### config.mk
export PLATFORM = sky130hd
export DESIGN_NAME = day_schedule_setpoint_lookup
export DESIGN_NICKNAME = d
export VERILOG_FILES = /design/src/rtl/dssl_pkg.sv /design/src/rtl/day_schedule_setpoint_lookup.sv /design/src/rtl/dssl_front.sv /design/src/rtl/dssl_queue.sv /design/src/rtl/dssl_back.sv
export SDC_FILE = /design/constraint.sdc
export NUM_CORES = 1
export LEC_CHECK = 0
export BUFFER_PORTS_ARGS = -buffer_cell sky130_fd_sc_hd__buf_4
export CAP_MARGIN = 10
export CORE_ASPECT_RATIO = 1.25
export CORE_MARGIN = 2
export CORE_UTILIZATION = 55
export DETAILED_ROUTE_END_ITERATION = 6
export GPL_TIMING_DRIVEN = 0
export PLACE_DENSITY = 0.78
export SETUP_SLACK_MARGIN = 0.5
export SLEW_MARGIN = 40
export SYNTH_ARGS = -nofsm -noshare
export SYNTH_HDL_FRONTEND = slang
export SYNTH_SLANG_ARGS = --single-unit
### constraint.sdc
create_clock -name clk -period 5 [get_ports clk]
set_input_delay 1.5 -clock clk [delete_from_list [all_inputs] [get_ports clk]]
set_output_delay 1.5 -clock clk [all_outputs]
set_load 0.02 [all_outputs]
### src/rtl/dssl_pkg.sv
// Shared types, constants and codes for the day schedule setpoint lookup.
`default_nettype none
package dssl_pkg;

  localparam int MAX_ENTRIES_DEF = 16;
  localparam int MIN_PER_HOUR    = 60;

  localparam int HOUR_W = 5;
  localparam int MIN_W  = 6;
  localparam int TEMP_W = 11;
  localparam int MODE_W = 3;
  localparam int DAY_W  = 3;
  localparam int WHEN_W = 11;   // 31*60+63 fits in 11 bits

  localparam logic [DAY_W-1:0] DAY_SUNDAY   = 3'd0;
  localparam logic [DAY_W-1:0] DAY_SATURDAY = 3'd6;

  localparam logic CMD_LOAD  = 1'b0;
  localparam logic CMD_QUERY = 1'b1;

  localparam logic [MODE_W-1:0] MODE_UNSPEC = '0;

  // stream widths
  localparam int IN_TDATA_W  = 32;
  localparam int IN_TUSER_W  = 2;
  localparam int OUT_TDATA_W = 16;

  // configuration port
  localparam int CFG_DATA_W = 32;
  localparam int CFG_ADDR_W = 3;
  localparam logic [CFG_ADDR_W-1:0] REG_DEFAULT_TEMP = 3'd0;
  localparam logic signed [TEMP_W-1:0] DEFAULT_TEMP_RST = 11'sd200;

  // front-to-back queue
  localparam int Q_DEPTH = 2;
  localparam int Q_PTR_W = 1;
  localparam int Q_CNT_W = 2;

  typedef struct packed {
    logic [WHEN_W-1:0]        when;
    logic signed [TEMP_W-1:0] temp;
    logic [MODE_W-1:0]        mode;
  } slot_t;

  typedef struct packed {
    logic                     is_query;
    logic                     weekend;
    logic                     first_entry;
    logic                     time_known;
    logic [WHEN_W-1:0]        when;
    logic signed [TEMP_W-1:0] temp;
    logic [MODE_W-1:0]        mode;
  } item_t;

  typedef enum logic [2:0] {
    BK_IDLE,
    BK_LD_START,
    BK_LD_RD,
    BK_LD_CMP,
    BK_Q_START,
    BK_Q_LAST,
    BK_Q_CMP,
    BK_OUT
  } back_state_t;

endpackage
`default_nettype wire

### src/rtl/day_schedule_setpoint_lookup.sv
// Top level: front end, item queue, back end and configuration register.
// Query: the table is scanned one read per cycle, comparing 1..MAX_ENTRIES entries;
//   the scan is skipped when the time is unknown or the table is empty.
// Load: the back end shifts each later entry up (BK_LD_RD, BK_LD_CMP) before writing the new one;
//   when the table is full the entry is dropped.
// Items are handled one at a time in the back end; two more wait in the queue.
// Reset (synchronous, rst_n low): counts cleared, default setpoint 200, table memory not cleared.
`default_nettype none
module day_schedule_setpoint_lookup #(
  parameter int MAX_ENTRIES = dssl_pkg::MAX_ENTRIES_DEF
) (
  input  wire logic                             clk,
  input  wire logic                             rst_n,
  // in_tdata: first_entry, hour[5], minute[6], entry_temperature[11],
  //           entry_mode[3], week_day[3], time_known, zero pad[2]
  input  wire logic                             in_tvalid,
  output logic                                  in_tready,
  input  wire logic [dssl_pkg::IN_TDATA_W-1:0]  in_tdata,
  // in_tuser: cmd, table_select
  input  wire logic [dssl_pkg::IN_TUSER_W-1:0]  in_tuser,
  // out_tdata: target_temperature[11], target_mode[3], zero pad[2]
  output logic                                  out_tvalid,
  input  wire logic                             out_tready,
  output logic [dssl_pkg::OUT_TDATA_W-1:0]      out_tdata,
  input  wire logic                             cfg_psel,
  input  wire logic                             cfg_penable,
  input  wire logic                             cfg_pwrite,
  input  wire logic [dssl_pkg::CFG_ADDR_W-1:0]  cfg_paddr,
  input  wire logic [dssl_pkg::CFG_DATA_W-1:0]  cfg_pwdata,
  output logic [dssl_pkg::CFG_DATA_W-1:0]       cfg_prdata,
  output logic                                  cfg_pready
);

  logic signed [dssl_pkg::TEMP_W-1:0] default_temp_r, default_temp_nxt;
  logic                               cfg_wr;

  dssl_pkg::item_t                    push_item, head_item;
  logic                               q_full, q_push, q_valid, q_pop;
  logic signed [dssl_pkg::TEMP_W-1:0] res_temp;
  logic [dssl_pkg::MODE_W-1:0]        res_mode;

  assign cfg_pready = 1'b1;
  assign cfg_wr     = cfg_psel & cfg_penable & cfg_pwrite & cfg_pready &
                      (cfg_paddr == dssl_pkg::REG_DEFAULT_TEMP);
  assign default_temp_nxt = cfg_wr ? cfg_pwdata[dssl_pkg::TEMP_W-1:0] : default_temp_r;
  assign cfg_prdata = {{(dssl_pkg::CFG_DATA_W - dssl_pkg::TEMP_W){default_temp_r[dssl_pkg::TEMP_W-1]}},
                       default_temp_r};

  always_ff @(posedge clk) begin
    if (!rst_n) begin
      default_temp_r <= dssl_pkg::DEFAULT_TEMP_RST;
    end else begin
      default_temp_r <= default_temp_nxt;
    end
  end

  dssl_front u_front (
    .in_tvalid (in_tvalid),
    .in_tready (in_tready),
    .in_tdata  (in_tdata),
    .in_tuser  (in_tuser),
    .q_full    (q_full),
    .q_push    (q_push),
    .q_item    (push_item)
  );

  dssl_queue u_queue (
    .clk        (clk),
    .rst_n      (rst_n),
    .push       (q_push),
    .push_item  (push_item),
    .full       (q_full),
    .head_valid (q_valid),
    .pop        (q_pop),
    .head_item  (head_item)
  );

  dssl_back #(
    .MAX_ENTRIES (MAX_ENTRIES)
  ) u_back (
    .clk          (clk),
    .rst_n        (rst_n),
    .q_valid      (q_valid),
    .q_item       (head_item),
    .q_pop        (q_pop),
    .default_temp (default_temp_r),
    .out_valid    (out_tvalid),
    .out_ready    (out_tready),
    .out_temp     (res_temp),
    .out_mode     (res_mode)
  );

  assign out_tdata = {2'b00, res_mode, res_temp};

endmodule
`default_nettype wire

### src/rtl/dssl_front.sv
// Front end: takes input transfers, decodes them into queue items.
`default_nettype none
module dssl_front (
  input  wire logic                            in_tvalid,
  output logic                                 in_tready,
  input  wire logic [dssl_pkg::IN_TDATA_W-1:0] in_tdata,
  input  wire logic [dssl_pkg::IN_TUSER_W-1:0] in_tuser,
  input  wire logic                            q_full,
  output logic                                 q_push,
  output dssl_pkg::item_t                      q_item
);

  logic                                cmd;
  logic                                table_select;
  logic [dssl_pkg::HOUR_W-1:0]         hour;
  logic [dssl_pkg::MIN_W-1:0]          minute;
  logic [dssl_pkg::DAY_W-1:0]          week_day;
  logic [dssl_pkg::WHEN_W-1:0]         hour_min;

  assign cmd          = in_tuser[0];
  assign table_select = in_tuser[1];
  assign hour         = in_tdata[5:1];
  assign minute       = in_tdata[11:6];
  assign week_day     = in_tdata[28:26];

  assign hour_min = dssl_pkg::WHEN_W'(hour) * dssl_pkg::WHEN_W'(dssl_pkg::MIN_PER_HOUR);

  always_comb begin
    q_item.is_query    = (cmd == dssl_pkg::CMD_QUERY);
    q_item.first_entry = in_tdata[0];
    q_item.time_known  = in_tdata[29];
    q_item.when        = hour_min + dssl_pkg::WHEN_W'(minute);
    q_item.temp        = in_tdata[22:12];
    q_item.mode        = in_tdata[25:23];
    // queries pick the table from the day, loads from the selector
    if (cmd == dssl_pkg::CMD_QUERY) begin
      q_item.weekend = (week_day == dssl_pkg::DAY_SUNDAY) ||
                       (week_day == dssl_pkg::DAY_SATURDAY);
    end else begin
      q_item.weekend = table_select;
    end
  end

  assign in_tready = ~q_full;
  assign q_push    = in_tvalid & ~q_full;

endmodule
`default_nettype wire

### src/rtl/dssl_queue.sv
// Short FIFO of decoded items between front end and back end.
`default_nettype none
module dssl_queue (
  input  wire logic            clk,
  input  wire logic            rst_n,
  input  wire logic            push,
  input  wire dssl_pkg::item_t push_item,
  output logic                 full,
  output logic                 head_valid,
  input  wire logic            pop,
  output dssl_pkg::item_t      head_item
);

  dssl_pkg::item_t                entry_r [dssl_pkg::Q_DEPTH];
  logic [dssl_pkg::Q_PTR_W-1:0]   wr_ptr_r, wr_ptr_nxt;
  logic [dssl_pkg::Q_PTR_W-1:0]   rd_ptr_r, rd_ptr_nxt;
  logic [dssl_pkg::Q_CNT_W-1:0]   cnt_r, cnt_nxt;
  logic                           do_push, do_pop;

  assign full       = (cnt_r == dssl_pkg::Q_CNT_W'(dssl_pkg::Q_DEPTH));
  assign head_valid = (cnt_r != '0);
  assign head_item  = entry_r[rd_ptr_r];
  assign do_push    = push & ~full;
  assign do_pop     = pop & head_valid;

  always_comb begin
    wr_ptr_nxt = do_push ? wr_ptr_r + 1'b1 : wr_ptr_r;
    rd_ptr_nxt = do_pop  ? rd_ptr_r + 1'b1 : rd_ptr_r;
    cnt_nxt    = cnt_r;
    if (do_push && !do_pop) begin
      cnt_nxt = cnt_r + 1'b1;
    end else if (do_pop && !do_push) begin
      cnt_nxt = cnt_r - 1'b1;
    end
  end

  always_ff @(posedge clk) begin
    if (!rst_n) begin
      wr_ptr_r <= '0;
      rd_ptr_r <= '0;
      cnt_r    <= '0;
    end else begin
      wr_ptr_r <= wr_ptr_nxt;
      rd_ptr_r <= rd_ptr_nxt;
      cnt_r    <= cnt_nxt;
    end
  end

  always_ff @(posedge clk) begin
    if (do_push) begin
      entry_r[wr_ptr_r] <= push_item;
    end
  end

endmodule
`default_nettype wire

### src/rtl/dssl_back.sv
// Back end: table memory, insertion-sort loads, scanning queries, output register.
`default_nettype none
module dssl_back #(
  parameter int MAX_ENTRIES = dssl_pkg::MAX_ENTRIES_DEF
) (
  input  wire logic                            clk,
  input  wire logic                            rst_n,
  input  wire logic                            q_valid,
  input  wire dssl_pkg::item_t                 q_item,
  output logic                                 q_pop,
  input  wire logic signed [dssl_pkg::TEMP_W-1:0] default_temp,
  output logic                                 out_valid,
  input  wire logic                            out_ready,
  output logic signed [dssl_pkg::TEMP_W-1:0]   out_temp,
  output logic [dssl_pkg::MODE_W-1:0]          out_mode
);

  localparam int IDX_W     = (MAX_ENTRIES > 1) ? $clog2(MAX_ENTRIES) : 1;
  localparam int CNT_W     = $clog2(MAX_ENTRIES + 1);
  localparam int ADDR_W    = IDX_W + 1;
  localparam int MEM_DEPTH = 1 << ADDR_W;

  // both tables share one memory, table select in the address MSB
  dssl_pkg::slot_t             mem [MEM_DEPTH];
  dssl_pkg::slot_t             rdata_r;
  logic [ADDR_W-1:0]           raddr;
  logic                        we;
  logic [ADDR_W-1:0]           waddr;
  dssl_pkg::slot_t             wdata;

  dssl_pkg::back_state_t       state_r, state_nxt;
  dssl_pkg::item_t             item_r, item_nxt;
  logic [CNT_W-1:0]            j_r, j_nxt;
  logic [CNT_W-1:0]            cnt_r [2];
  logic [CNT_W-1:0]            cnt_nxt [2];
  logic [CNT_W-1:0]            cur_cnt;
  logic [CNT_W-1:0]            j_dec, j_inc, cnt_dec;
  logic signed [dssl_pkg::TEMP_W-1:0] acc_temp_r, acc_temp_nxt;
  logic [dssl_pkg::MODE_W-1:0] acc_mode_r, acc_mode_nxt;
  logic                        out_valid_r, out_valid_nxt;
  logic signed [dssl_pkg::TEMP_W-1:0] out_temp_r, out_temp_nxt;
  logic [dssl_pkg::MODE_W-1:0] out_mode_r, out_mode_nxt;
  dssl_pkg::slot_t             new_slot;

  assign cur_cnt = cnt_r[item_r.weekend];
  assign j_dec   = j_r - 1'b1;
  assign j_inc   = j_r + 1'b1;
  assign cnt_dec = cur_cnt - 1'b1;

  assign new_slot.when = item_r.when;
  assign new_slot.temp = item_r.temp;
  assign new_slot.mode = item_r.mode;

  always_comb begin
    state_nxt     = state_r;
    item_nxt      = item_r;
    j_nxt         = j_r;
    cnt_nxt[0]    = cnt_r[0];
    cnt_nxt[1]    = cnt_r[1];
    acc_temp_nxt  = acc_temp_r;
    acc_mode_nxt  = acc_mode_r;
    out_valid_nxt = out_valid_r & ~out_ready;
    out_temp_nxt  = out_temp_r;
    out_mode_nxt  = out_mode_r;
    q_pop         = 1'b0;
    raddr         = {item_r.weekend, j_r[IDX_W-1:0]};
    we            = 1'b0;
    waddr         = {item_r.weekend, j_r[IDX_W-1:0]};
    wdata         = new_slot;

    case (state_r)
      dssl_pkg::BK_IDLE: begin
        if (q_valid) begin
          q_pop    = 1'b1;
          item_nxt = q_item;
          if (!q_item.is_query && q_item.first_entry) begin
            cnt_nxt[q_item.weekend] = '0;
          end
          state_nxt = q_item.is_query ? dssl_pkg::BK_Q_START : dssl_pkg::BK_LD_START;
        end
      end

      dssl_pkg::BK_LD_START: begin
        if (cur_cnt >= CNT_W'(MAX_ENTRIES)) begin
          state_nxt = dssl_pkg::BK_IDLE;   // table full: drop the entry
        end else begin
          j_nxt     = cur_cnt;
          state_nxt = dssl_pkg::BK_LD_RD;
        end
      end

      dssl_pkg::BK_LD_RD: begin
        if (j_r == '0) begin
          we                      = 1'b1;
          cnt_nxt[item_r.weekend] = cur_cnt + 1'b1;
          state_nxt               = dssl_pkg::BK_IDLE;
        end else begin
          raddr     = {item_r.weekend, j_dec[IDX_W-1:0]};
          state_nxt = dssl_pkg::BK_LD_CMP;
        end
      end

      dssl_pkg::BK_LD_CMP: begin
        // strict compare keeps equal times in load order
        we = 1'b1;
        if (rdata_r.when > item_r.when) begin
          wdata     = rdata_r;
          j_nxt     = j_dec;
          state_nxt = dssl_pkg::BK_LD_RD;
        end else begin
          cnt_nxt[item_r.weekend] = cur_cnt + 1'b1;
          state_nxt               = dssl_pkg::BK_IDLE;
        end
      end

      dssl_pkg::BK_Q_START: begin
        if (!item_r.time_known || cur_cnt == '0) begin
          acc_temp_nxt = default_temp;
          acc_mode_nxt = dssl_pkg::MODE_UNSPEC;
          state_nxt    = dssl_pkg::BK_OUT;
        end else begin
          raddr     = {item_r.weekend, cnt_dec[IDX_W-1:0]};
          state_nxt = dssl_pkg::BK_Q_LAST;
        end
      end

      dssl_pkg::BK_Q_LAST: begin
        // previous day's last entry seeds the result, then scan from the top
        acc_temp_nxt = rdata_r.temp;
        acc_mode_nxt = rdata_r.mode;
        j_nxt        = '0;
        raddr        = {item_r.weekend, {IDX_W{1'b0}}};
        state_nxt    = dssl_pkg::BK_Q_CMP;
      end

      dssl_pkg::BK_Q_CMP: begin
        if (rdata_r.when > item_r.when) begin
          state_nxt = dssl_pkg::BK_OUT;
        end else begin
          acc_temp_nxt = rdata_r.temp;
          if (rdata_r.mode != dssl_pkg::MODE_UNSPEC) begin
            acc_mode_nxt = rdata_r.mode;
          end
          if (j_inc == cur_cnt) begin
            state_nxt = dssl_pkg::BK_OUT;
          end else begin
            j_nxt = j_inc;
            raddr = {item_r.weekend, j_inc[IDX_W-1:0]};
          end
        end
      end

      dssl_pkg::BK_OUT: begin
        if (!out_valid_r || out_ready) begin
          out_valid_nxt = 1'b1;
          out_temp_nxt  = acc_temp_r;
          out_mode_nxt  = acc_mode_r;
          state_nxt     = dssl_pkg::BK_IDLE;
        end
      end

      default: begin
        state_nxt = dssl_pkg::BK_IDLE;
      end
    endcase
  end

  always_ff @(posedge clk) begin
    if (!rst_n) begin
      state_r     <= dssl_pkg::BK_IDLE;
      cnt_r[0]    <= '0;
      cnt_r[1]    <= '0;
      out_valid_r <= 1'b0;
    end else begin
      state_r     <= state_nxt;
      cnt_r[0]    <= cnt_nxt[0];
      cnt_r[1]    <= cnt_nxt[1];
      out_valid_r <= out_valid_nxt;
    end
  end

  always_ff @(posedge clk) begin
    item_r     <= item_nxt;
    j_r        <= j_nxt;
    acc_temp_r <= acc_temp_nxt;
    acc_mode_r <= acc_mode_nxt;
    out_temp_r <= out_temp_nxt;
    out_mode_r <= out_mode_nxt;
  end

  always_ff @(posedge clk) begin
    if (we) begin
      mem[waddr] <= wdata;
    end
    rdata_r <= mem[raddr];
  end

  assign out_valid = out_valid_r;
  assign out_temp  = out_temp_r;
  assign out_mode  = out_mode_r;

endmodule
`default_nettype wire

==> impl_metrics.ini <==
[synth]
yosysMostFrequentCell = edfxtp_1
syn-mean-instance-area_um2 = 14.2
syn_inst = 2769
synth_area_leaders = edfxtp_1 70%, nand2_1 6.0%, a32oi_1 4.4%, a21oi_1 2.9%, dfxtp_1 2.9%
synth_common_cells = 918 x edfxtp_1, 627 x nand2_1, 225 x a21oi_1
synth_top_area_share = 0.703
synth_edf_count = 918
synth-seq-cells = 974
synthFlopType = edfxtp_1
synth_async_sr_flop_share = 0
synthDistinctLibCells = 76
yosysWarnings = 0
synth.largest_area_cell = edfxtp_1
syn_area_um2 = 39200
ys_seq_area_frac = 0.731

[critical_path]
reg2reg_slack_ns = 0.45
cp-start-kind = register
end_kind = register
r2r_cells = 14
timing.rr.end = u_back.rdata_r[18]$_DFF_P_
crit_fanout = 10
required_ns = 5.49
arrival_ns = 5.03
criticalPathCategory = reg2reg
r2r_start = u_back.item_r[20]$_DFFE_PP_

[route]
vias_per_cell = 6.53
antenna_left = 0
wire_per_inst_um = 28.4
vias = 26400
detail_route.wirelength_um = 114000
first_iter_violations = 3914
firstDrtPassIters = 6
drc = 0

[power_and_ir_drop]
p_leak_uw = 0.0155
clkPwrFrac = 0.224
combPwrFrac = 0.436
p_int_uw = 17900
power_uw = 30600
p_per_area_nw_per_um2 = 664
switching_share = 0.414
vdd_drop_max_v = 0.000399
seqPwrFrac = 0.340
p_sw_uw = 12600

[floorplanning]
core_um2 = 70600
die_w_um = 243
chipHeight_um = 303
io_pins = 127
rows = 109
dieArea_um2 = 73500
start_util = 0.555

[min_path]
whs_path_depth = 0
holdPathEnd = u_back.out_temp[4]$_DFFE_PP_
hold_path_class = reg2reg
hold_start = u_back.acc_temp_r[4]$_DFFE_PP_

[clocking]
numCtsBuffers = 89
clk_path_buf_depth = 3
clk_pin_slew_worst_paths_ns = 0.06
ctsHoldBuffers = 0
clkSinkCount = 974
clk_latency_ns = 0.65
htree_levels = 3
cts_root_buf = clkbuf_16
cts_tree = yes

[status]
outcome = finished, final reports clean

[sta]
slew_viol_final = 0
clock_skew_ns = 0.0271
setup_viol = 0
period_needed_ns = 4.55
setup_tns_ns = 0
hold_violations = 0
timing.fmax_mhz = 220
finalCritPeriodShare = 0.909
grt_setup_unrepaired = yes
relSlewSlack = 0.385
worstMarginPinSlew_ns = 0.922

[grt]
antenna_found_initial = 1
grt_max_degree = 33
grt_use_total = 0.306
grt_pass1_wl_um = 166000
grt_pass1_vias = 26000
overflow = 0

[cells_and_area]
fin_area_um2 = 46000
multi_input_area_um2 = 10200
nets = 3140
syn_to_final_growth_pct = 17.3
seqCellArea_um2 = 28700
drive_gt1_frac = 0.210
n_fill_cell = 4784
antenna_cells = 0

[placed_design]
portBuffers = 100
place_area_um2 = 42500
gp_congestion = 0.970
dp_hpwl_um = 76400

[run]
cap_violations = 0
## layer usage
metal  global-route usage  part of all wire  vias to the layer above
li1                     -                 -                    11000
met1                0.376              0.34                    12900
met2                0.488              0.47                     1986
met3               0.0707              0.11                      416
met4                0.206             0.078                        2
met5                    0           0.00010                        -
## power by group through the flow
stage               sequential [uW]  clock (uW)  combinational [uW]
finish                        10400        6830               13300
floorplan                     10500           0                6980
global route                  10400        7150               13700
CTS                           10400        6830               12500
global placement              10600           0               11200
detailed placement            10500           0               11900
## worst max-delay path by stage
stage / from / endpoint / slack [ns] / depth (start not counted)
floorplan: in_tdata[1] / u_queue.entry_r[0][24]$_DFFE_PP_ / 0.90 / 8
global placement: u_back.item_r[18]$_DFFE_PP_ / u_back.mem[29][15]$_DFFE_PP_ / -1.38 / 8
detailed placement: u_back.j_r[0]$_DFFE_PP_ / u_back.rdata_r[13]$_DFF_P_ / -0.23 / 13
CTS: u_back.item_r[20]$_DFFE_PP_ / u_back.rdata_r[13]$_DFF_P_ / 0.45 / 14
global route: u_back.item_r[20]$_DFFE_PP_ / u_back.rdata_r[18]$_DFF_P_ / 0.43 / 15
finish: u_back.item_r[20]$_DFFE_PP_ / u_back.rdata_r[18]$_DFF_P_ / 0.45 / 14
## timing repair
action | 4_1_cts | 5_1_grt
buffers inserted | 3 | 10
gates resized for setup | 51 | 49
pin swaps | 2 | 5
endpoints found under the setup margin | 25 | 25
## cell usage in the layout, fill, tap and decap left out, types with 48 or more instances in the layout
cell,synthesis,routed
a21oi_1,225,224
a32oi_1,196,191
buf_2,113,101
buf_4,35,151
clkbuf_1,48,48
clkbuf_16,0,95
dfxtp_1,56,56
edfxtp_1,918,918
nand2_1,627,623
o22ai_1,105,77
## critical path, stage by stage (launching register included)
cell and delay (ns):
edfxtp_1 0.35, inv_1 0.15, ha_1 0.30, a21oi_1 0.21, o21ai_0 0.20, a2111oi_4 0.53, a2bb2oi_4 0.30, mux2_4 0.35
nand2_4 0.19, buf_6 0.24, buf_2 0.35, nand2_1 0.09, a32oi_1 0.30, o22ai_1 0.25, nor4_4 0.58
## through the flow
| stage | utilization | hold slack [ns] | setup slack [ns] | std cells |
|---|---|---|---|---|
| floorplan | - | 0.400 | 0.895 | 2770 |
| global placement | 0.583 | 0.403 | -1.38 | 3813 |
| detailed placement | 0.602 | 0.405 | -0.230 | 3861 |
| CTS | 0.647 | 0.423 | 0.446 | 4028 |
| global route | 0.651 | 0.428 | 0.434 | 4038 |
| finish | 0.651 | 0.422 | 0.454 | 4038 |
## logic make-up after synthesis
| group | after synthesis | synth area share |
|---|---|---|
| buf+inv | 240 | 0.0309 |
| xor+xnor | 33 | 0.00826 |
| flops | 974 | 0.731 |
| simple gates | 796 | 0.0859 |
| other cells | 2 | 0.000191 |
| mux | 81 | 0.0246 |
| fa+ha+maj | 42 | 0.0149 |
| compound gates | 601 | 0.104 |
## area by class of cell
cell class	count	area share
clock inverters	50	0.00960
flip-flops and latches	974	0.623
plain buffers	202	0.0246
inverters	38	0.00318
multi-input cells	1556	0.221
well taps	943	0.0256
clock buffers	114	0.0534
repair buffers	161	0.0391
## state kept, by name, indices dropped and copies added (netlist names), 2 cells and up, named ones only
name / flops
u_back.acc_mode_r: 3
u_back.item_r: 27
default_temp_r: 11
u_back.j_r: 5
u_back.rdata_r: 25
u_back.state_r: 3
u_back.mem: 800
u_queue.entry_r: 58
u_back.acc_temp_r: 11
u_back.out_mode: 3
u_back.cnt_r: 10
u_queue.cnt_r: 2
u_back.out_temp: 11
Power figures use the tool's default switching activity.
